File: config.mk
export PLATFORM = sky130hd
export DESIGN_NAME = iet_ctrl
export DESIGN_NICKNAME = d
export VERILOG_FILES = /design/src/rtl/iet_pkg.sv /design/src/rtl/iet_ctrl.sv
export SDC_FILE = /design/constraint.sdc
export NUM_CORES = 1
export LEC_CHECK = 0
export BUFFER_PORTS_ARGS = -buffer_cell sky130_fd_sc_hd__buf_4
export CORE_AREA = 10 10 47 49
export CTS_CLUSTER_DIAMETER = 40
export DETAILED_ROUTE_END_ITERATION = 10
export DIE_AREA = 0 0 57 59
export PLACE_DENSITY = 0.69
export REMOVE_ABC_BUFFERS = 1
export SYNTH_ARGS = -nofsm -noshare
export SYNTH_HDL_FRONTEND = slang
export SYNTH_SLANG_ARGS = --single-unit
File: constraint.sdc
create_clock -name clk -period 1.46 [get_ports clk]
set_clock_uncertainty 0.05 [all_clocks]
set_input_delay 0.073 -clock clk [delete_from_list [all_inputs] [get_ports clk]]
set_output_delay 0.073 -clock clk [all_outputs]
set_load 0.01 [all_outputs]
File: src/rtl/iet_pkg.sv
// Package for the interval event table: widths, opcodes, controller states
// and the command/status structs shared by controller and datapath.
// No dependencies.
`default_nettype none
package iet_pkg;

  localparam int SLOTS_DEFAULT = 256;
  localparam logic [8:0] LOOP_DEFAULT = 9'd16;
  localparam int PAYLOAD_W = 21;

  typedef enum logic [2:0] {
    OP_ADD    = 3'd0,
    OP_REMOVE = 3'd1,
    OP_FIND   = 3'd2,
    OP_NTH    = 3'd3,
    OP_SETLEN = 3'd4,
    OP_CLEAR  = 3'd5
  } op_t;

  typedef enum logic [3:0] {
    ST_IDLE,
    ST_MOD,
    ST_SCAN_RD,
    ST_SCAN_EV,
    ST_FREE_RD,
    ST_FREE_EV,
    ST_CLEAR,
    ST_DONE
  } state_t;

  // controller -> datapath
  typedef struct packed {
    logic load;       // capture input beat
    logic mod_step;   // one subtract step of the modulo reduction
    logic idx_clr;    // slot index to zero
    logic idx_inc;    // slot index plus one
    logic rd;         // issue memory read at index
    logic evaluate;   // act on read data for current op
    logic free_eval;  // look for free slot in add pass two
    logic clr_step;   // clear the live bit at index
    logic finish;     // register the result beat
  } dp_cmd_t;

  // datapath -> controller
  typedef struct packed {
    logic [2:0] op;
    logic       reject;    // add rejected up front
    logic       mod_done;
    logic       idx_last;
    logic       stop;      // scan may end early (match found)
    logic       kept;
  } dp_sts_t;

endpackage
`default_nettype wire

File: src/rtl/iet_ctrl.sv
// Controller for the interval event table: sequences the slot scans.
// Depends on iet_pkg.
`default_nettype none
module iet_ctrl (
  input  wire logic             clk,
  input  wire logic             rst_n,
  input  wire logic             start,
  output logic                  busy,
  output iet_pkg::dp_cmd_t      cmd,
  input  wire iet_pkg::dp_sts_t sts
);

  iet_pkg::state_t state_r, state_nxt;

  always_ff @(posedge clk) begin
    if (!rst_n) state_r <= iet_pkg::ST_IDLE;
    else        state_r <= state_nxt;
  end

  always_comb begin
    state_nxt = state_r;
    cmd = '0;
    busy = (state_r != iet_pkg::ST_IDLE);
    unique case (state_r)
      iet_pkg::ST_IDLE: begin
        if (start) begin
          cmd.load = 1'b1;
          cmd.idx_clr = 1'b1;
          state_nxt = iet_pkg::ST_MOD;
        end
      end
      iet_pkg::ST_MOD: begin
        // inputs are in registers now; route by op
        if (sts.op == iet_pkg::OP_CLEAR) begin
          state_nxt = iet_pkg::ST_CLEAR;
        end else if (sts.op == iet_pkg::OP_ADD && sts.reject) begin
          state_nxt = iet_pkg::ST_DONE;
        end else if (sts.op == iet_pkg::OP_ADD || sts.op == iet_pkg::OP_REMOVE ||
                     sts.op == iet_pkg::OP_NTH || sts.op == iet_pkg::OP_SETLEN) begin
          cmd.rd = 1'b1;
          state_nxt = iet_pkg::ST_SCAN_RD;
        end else if (sts.op == iet_pkg::OP_FIND) begin
          if (sts.mod_done) begin
            cmd.rd = 1'b1;
            state_nxt = iet_pkg::ST_SCAN_RD;
          end else begin
            cmd.mod_step = 1'b1;
          end
        end else begin
          state_nxt = iet_pkg::ST_DONE;
        end
      end
      iet_pkg::ST_SCAN_RD: state_nxt = iet_pkg::ST_SCAN_EV;
      iet_pkg::ST_SCAN_EV: begin
        cmd.evaluate = 1'b1;
        if (sts.stop) begin
          state_nxt = iet_pkg::ST_DONE;
        end else if (sts.idx_last) begin
          cmd.idx_clr = 1'b1;
          if (sts.op == iet_pkg::OP_ADD && !sts.kept) begin
            cmd.rd = 1'b1;
            state_nxt = iet_pkg::ST_FREE_RD;
          end else begin
            state_nxt = iet_pkg::ST_DONE;
          end
        end else begin
          cmd.idx_inc = 1'b1;
          state_nxt = iet_pkg::ST_SCAN_RD;
        end
      end
      iet_pkg::ST_FREE_RD: state_nxt = iet_pkg::ST_FREE_EV;
      iet_pkg::ST_FREE_EV: begin
        cmd.free_eval = 1'b1;
        if (sts.stop || sts.idx_last) begin
          state_nxt = iet_pkg::ST_DONE;
        end else begin
          cmd.idx_inc = 1'b1;
          state_nxt = iet_pkg::ST_FREE_RD;
        end
      end
      iet_pkg::ST_CLEAR: begin
        cmd.clr_step = 1'b1;
        if (sts.idx_last) state_nxt = iet_pkg::ST_DONE;
        else cmd.idx_inc = 1'b1;
      end
      iet_pkg::ST_DONE: begin
        cmd.finish = 1'b1;
        state_nxt = iet_pkg::ST_IDLE;
      end
      default: state_nxt = iet_pkg::ST_IDLE;
    endcase
  end

endmodule
`default_nettype wire

==> results.sh, run 1 <==
export IMPL_ys_types=25
export IMPL_timing_final_setup_violations=0
export IMPL_critical_path_max_stage_delay_ns=0.39
export IMPL_vias=553
export IMPL_initial_core_util=0.266
export IMPL_grt_pass1_vias=534
export IMPL_final_common_cell="buf_4"
export IMPL_vias_per_cell=5.17
export IMPL_yosys_area_top_type="dfxtp_1"
export IMPL_synthToLayoutAreaGrowth_pct=101
export IMPL_n_antenna_cell=0
export IMPL_ir_worst_vdd_mv=0.445
export IMPL_final_util=0.536
export IMPL_first_pass_iters=4
export IMPL_htreeDepth=1
export IMPL_nets=103
export IMPL_critPathKind="flop to output port"
export IMPL_p_leak_uw=0.000357
export IMPL_cts_made_buffers=3
export IMPL_drcViolationCount=0
export IMPL_grt_max_degree=9
export IMPL_run_status="complete, no violations"
export IMPL_gr_total_overflow=0
export IMPL_std_cell_rows=14
export IMPL_die_h_um=59
export IMPL_wirelength_mm=1.45
export IMPL_seq_area_frac_synth=0.161
export IMPL_largest_register_ffs=3
export IMPL_syn_avg_cell_area_um2=6.66
export IMPL_tightest_slew_ns=0.292
export IMPL_max_flop_register="state_r"
export IMPL_use_met1=0.0882
export IMPL_dieWidth_um=57
export IMPL_path_delay_family="simple AND/OR/NAND/NOR gates"
export IMPL_clk_latency_ns=0.24
export IMPL_hpwl_mm=1.01
export IMPL_synth_area_leaders="dfxtp_1, nor2_1, nor2b_1"
export IMPL_min_period_over_period=0.991
export IMPL_hp_class="input port to flop"
export IMPL_tns_ns=0
export IMPL_antenna_found_initial=0
export IMPL_cp_max_fo=4
export IMPL_period_minus_slack_ns=1.45
export IMPL_rsz0062_at_grt="true"
export IMPL_grt_util_met2=0.136
export IMPL_worst_path_stages=4
export IMPL_max_freq_mhz=691
export IMPL_ios=21
export IMPL_synth_seq_cells=3
export IMPL_min_path_cells=2
export IMPL_drive_gt1_frac=0.604
export IMPL_layout_common_cells="buf_4, nor2_1, inv_1, nand2_1, buf_6"
export IMPL_cts_tree="yes"
export IMPL_gp_congestion=0.818
export IMPL_reg2reg_depth=5
export IMPL_crit_start="state_r[1]"
export IMPL_netlist_area_um2=373
export IMPL_root_buffer="clkbuf_4"
export IMPL_yosys_warnings=0
export IMPL_clockBufferDepth=2
export IMPL_drtAntennaViolNets=0
export IMPL_worstSetupStartpointType="flop"
export IMPL_max_slew_margin=0.805
export IMPL_grt_use_total=0.0796
export IMPL_path_buf_inv=2
export IMPL_clk_pin_slew_ns=0.04
export IMPL_largestRegisters="state_r (3)"
export IMPL_r2r_start="state_r[1]"
export IMPL_clock_sinks=3
export IMPL_hp_start="rst_n"
export IMPL_crit_arrival_ns=1.32
export IMPL_drv_slew=0
export IMPL_p_per_area_nw_per_um2=1220
export IMPL_grt_met3_usage=0.0236
export IMPL_post_drt_wl_per_cell_um=13.5
export IMPL_design_core_area_um2=1400
export IMPL_grt_busiest_layer="met2"
export IMPL_critical_path_cell_chain="or3_4 -> buf_6 -> o22ai_2 -> buf_4"
export IMPL_cp_end_kind="output port"
export IMPL_die_area_um2=3360
export IMPL_crit_required_ns=1.34
export IMPL_yosysTopAreaCellShare=0.161
export IMPL_grt_pass1_wl_mm=2.28
export IMPL_place_port_buffers=20
export IMPL_syn_instance_count=56
export IMPL_maxCapViolCount=0
export IMPL_slowest_stage="or3_4"
export IMPL_hold_viol=0
export IMPL_drtIter0Drc=10
[Yosys cell counts]
master	number
or3_1	2
o21ai_0	4
nand2b_1	3
or4_2	1
or3b_2	1
nand3b_1	1
o41ai_1	1
nor2_1	8
or4b_4	1
inv_1	4
a21oi_1	4
a22oi_1	1
nand2_1	5
a221oi_2	1
a2111o_1	1
clkbuf_1	3
a311oi_1	1
nor3b_1	1
o2bb2ai_1	1
and3_1	1
nor2b_1	4
o22ai_1	2
and4b_1	1
and2_1	1
dfxtp_1	3
[final timing paths]
check                                  end  slack [ns]
worst max-delay path                cmd[6]        0.01
worst min-delay path            state_r[2]       0.009
worst max register to register  state_r[1]        0.05
worst min register to register  state_r[1]        0.55
[power by group]
group          total, µW  internal (µW)  switching [µW]
sequential           151            115            36.0
clock                149            103            45.9
combinational        617            368             250
total                917            585             332
[area by class of cell]
class                      instances  area, µm²
fill                             142        651
multi-input combinational         46        350
timing repair buffer              34        270
sequential                         3       68.8
clock buffer                       4       26.3
tap                               16       20.0
inverter                           4       15.0
[per-layer routing]
metal	part of all wire	up-vias
li1	-	277
met1	0.42	250
met2	0.51	22
met3	0.053	4
met4	0.018	0
met5	0	-
[cells by family after synthesis]
logic type	after synthesis	share of synthesized area
AO/OA/AOI/OAI	16	0.302
AND/OR/NAND/NOR	30	0.466
buffers and inverters	7	0.0705
flip-flops	3	0.161
[per-stage QoR]
step | total power (µW) | std cells | setup WS (ns) | hold slack, ns | area (µm²)
global route | 979 | 107 | -0.0345 | 0.00933 | 751
floorplan | 335 | 53 | 0.0432 | 0.125 | 362
CTS | 816 | 106 | 0.00630 | 0.00733 | 686
detailed placement | 547 | 97 | -0.00302 | 0.251 | 592
global placement | 540 | 97 | 0.0117 | 0.250 | 592
finish | 917 | 107 | 0.0126 | 0.00909 | 751
[repair_timing]
item                                    4_1_cts  5_1_grt
pin swaps                                     4        5
resized for setup                            10       14
endpoints found under the setup margin        5        5
buffers inserted                              5        1
hold buffers                                  0        0
No activity file was read; power rests on OpenSTA's default activity.
==> run 2, diff against run 1 <==
--- a/config.mk
+++ b/config.mk
@@ -11,4 +11,5 @@
 export DETAILED_ROUTE_END_ITERATION = 10
 export DIE_AREA = 0 0 57 59
+export MAX_ROUTING_LAYER = met4
 export PLACE_DENSITY = 0.69
 export REMOVE_ABC_BUFFERS = 1
==> constraint.sdc (replaced) <==
create_clock -name clk -period 1.46 [get_ports clk]
set_clock_uncertainty 0.05 [all_clocks]
set_input_delay 0.146 -clock clk [delete_from_list [all_inputs] [get_ports clk]]
set_output_delay 0.146 -clock clk [all_outputs]
set_load 0.01 [all_outputs]
==> run 2 against run 1 <==
Compared with the run above:
- the run now ends with negative setup slack left
- sequential cell count unchanged
- global-route usage increased by 0.079 points
- critical path type unchanged
- maximum frequency decreased by 2.9%
- total power decreased by 6.7%
- critical endpoint is now cmd[8]
- worst hold slack improved by 0.081 ns
- clock power decreased by 5%
- die area unchanged
- sequential power increased by 3%
- clock-buffer cell count unchanged
- via count increased by 0.36%
- register-to-register slack improved by 0.06 ns
==> results.sh, run 2 (synthesis gave the netlist of run 1 again) <==
export IMPL_crit_arrival_ns=1.29
export IMPL_hpwl_mm=1.01
export IMPL_place_inst=100
export IMPL_grt_use_total=0.0804
export IMPL_critical_path_max_stage_delay_ns=0.41
export IMPL_crit_top_cell="buf_6"
export IMPL_grt_pass1_vias=563
export IMPL_tns_ns=-0.0309
export IMPL_cp_max_fo=6
export IMPL_drcViolationCount=0
export IMPL_fillers=139
export IMPL_tightest_slew_ns=0.238
export IMPL_ios=21
export IMPL_ir_worst_vdd_mv=0.382
export IMPL_slowest_stage="or3_4"
export IMPL_run_status="finished with violations"
export IMPL_design_core_area_um2=1400
export IMPL_hold_viol=0
export IMPL_post_drt_wl_per_cell_um=12.5
export IMPL_root_buffer="clkbuf_4"
export IMPL_crit_required_ns=1.26
export IMPL_clockBufferDepth=2
export IMPL_clk_pin_slew_ns=0.04
export IMPL_initial_core_util=0.266
export IMPL_cts_tree="yes"
export IMPL_dieWidth_um=57
export IMPL_worstSetupStartpointType="flop"
export IMPL_grt_pass1_wl_mm=2.30
export IMPL_grt_max_degree=9
export IMPL_timing_final_setup_violations=1
export IMPL_path_buf_inv=2
export IMPL_stdcell_count=110
export IMPL_nets=106
export IMPL_clock_sinks=3
export IMPL_final_common_cell="buf_4"
export IMPL_vias_per_cell=5.05
export IMPL_critPathKind="flop to output port"
export IMPL_std_cell_rows=14
export IMPL_gr_total_overflow=0
export IMPL_drive_gt1_frac=0.564
export IMPL_n_antenna_cell=0
export IMPL_cts_made_buffers=3
export IMPL_die_area_um2=3360
export IMPL_htreeDepth=1
export IMPL_wirelength_mm=1.38
export IMPL_critical_path_cell_chain="or3_4 -> buf_6 -> nor2_4 -> buf_6"
export IMPL_p_per_area_nw_per_um2=1150
export IMPL_final_util=0.531
export IMPL_ctsHoldBuffers=0
export IMPL_fin_hold_ws_ns=0.0900
export IMPL_place_port_buffers=20
export IMPL_vias=555
export IMPL_die_h_um=59
export IMPL_max_freq_mhz=671
export IMPL_clk_latency_ns=0.23
export IMPL_cp_end_kind="output port"
export IMPL_antenna_found_initial=0
export IMPL_ff_latch_area_um2=68.8
export IMPL_maxCapViolCount=0
export IMPL_max_flop_register="state_r"
export IMPL_hp_class="input port to flop"
export IMPL_drv_slew=0
export IMPL_min_period_over_period=1.02
export IMPL_path_delay_family="simple AND/OR/NAND/NOR gates"
export IMPL_rsz0062_at_grt="true"
export IMPL_first_pass_iters=4
export IMPL_max_slew_margin=0.839
export IMPL_largestRegisters="state_r (3)"
export IMPL_violations="negative setup slack"
export IMPL_drtIter0Drc=6
export IMPL_synthToLayoutAreaGrowth_pct=99.7
export IMPL_gp_congestion=0.818
export IMPL_largest_register_ffs=3
export IMPL_total_power_uw=856
export IMPL_multi_input_comb_area_um2=322
export IMPL_drtAntennaViolNets=0
export IMPL_fin_ws_ns=-0.0309
export IMPL_layout_common_cells="buf_4, nor2_1, nand2_1"
export IMPL_period_minus_slack_ns=1.49
export IMPL_p_leak_uw=0.000357
[run 2: path summary, 6_finish.rpt]
kind / start / cells after the start / slack (ns) / endpoint
worst min register to register: state_r[0] / 2 / 0.57 / state_r[1]
worst max register to register: state_r[1] / 6 / 0.11 / state_r[1]
worst max-delay path: state_r[1] / 4 / -0.03 / cmd[8]
worst min-delay path: rst_n / 2 / 0.09 / state_r[2]
[run 2: final cells by class]
cell class,instances,share of cell area
clock buffers,4,0.0353
inverters,4,0.0202
multi-input cells,46,0.432
flip-flops and latches,3,0.0924
well taps,16,0.0269
repair buffers,37,0.393
[run 2: report_power, final]
part | switching, µW | internal [µW]
Combinational | 227 | 331
Clock | 40.0 | 102
Sequential | 40.4 | 115
[run 2: worst reg2reg max path: stages (launching register included)]
cell	delay, ns
dfxtp_4	0.37
buf_4	0.12
buf_4	0.11
nor2b_1	0.11
o21ai_1	0.08
a2111o_1	0.36
o41ai_1	0.06
[run 2: timing repair]
item / CTS / global route
resized for setup: 11 / 9
buffers inserted: 5 / 1
endpoints found under the hold margin: 0 / 0
pin swaps: 5 / 5
endpoints found under the setup margin: 6 / 7
[run 2: stage by stage]
stage / cell area [µm²] / setup WS (ns)
floorplan: 362 / 0.0432
global placement: 614 / -0.134
detailed placement: 614 / -0.152
CTS: 708 / -0.0503
global route: 744 / -0.0796
finish: 744 / -0.0309
[run 2: layer usage]
layer	up-vias	global-route usage	routed length (µm)
li1	280	-	-
met1	257	0.0926	606
met4	0	0.0101	0
met3	0	0.0215	60
met5	-	-	0
met2	18	0.140	710
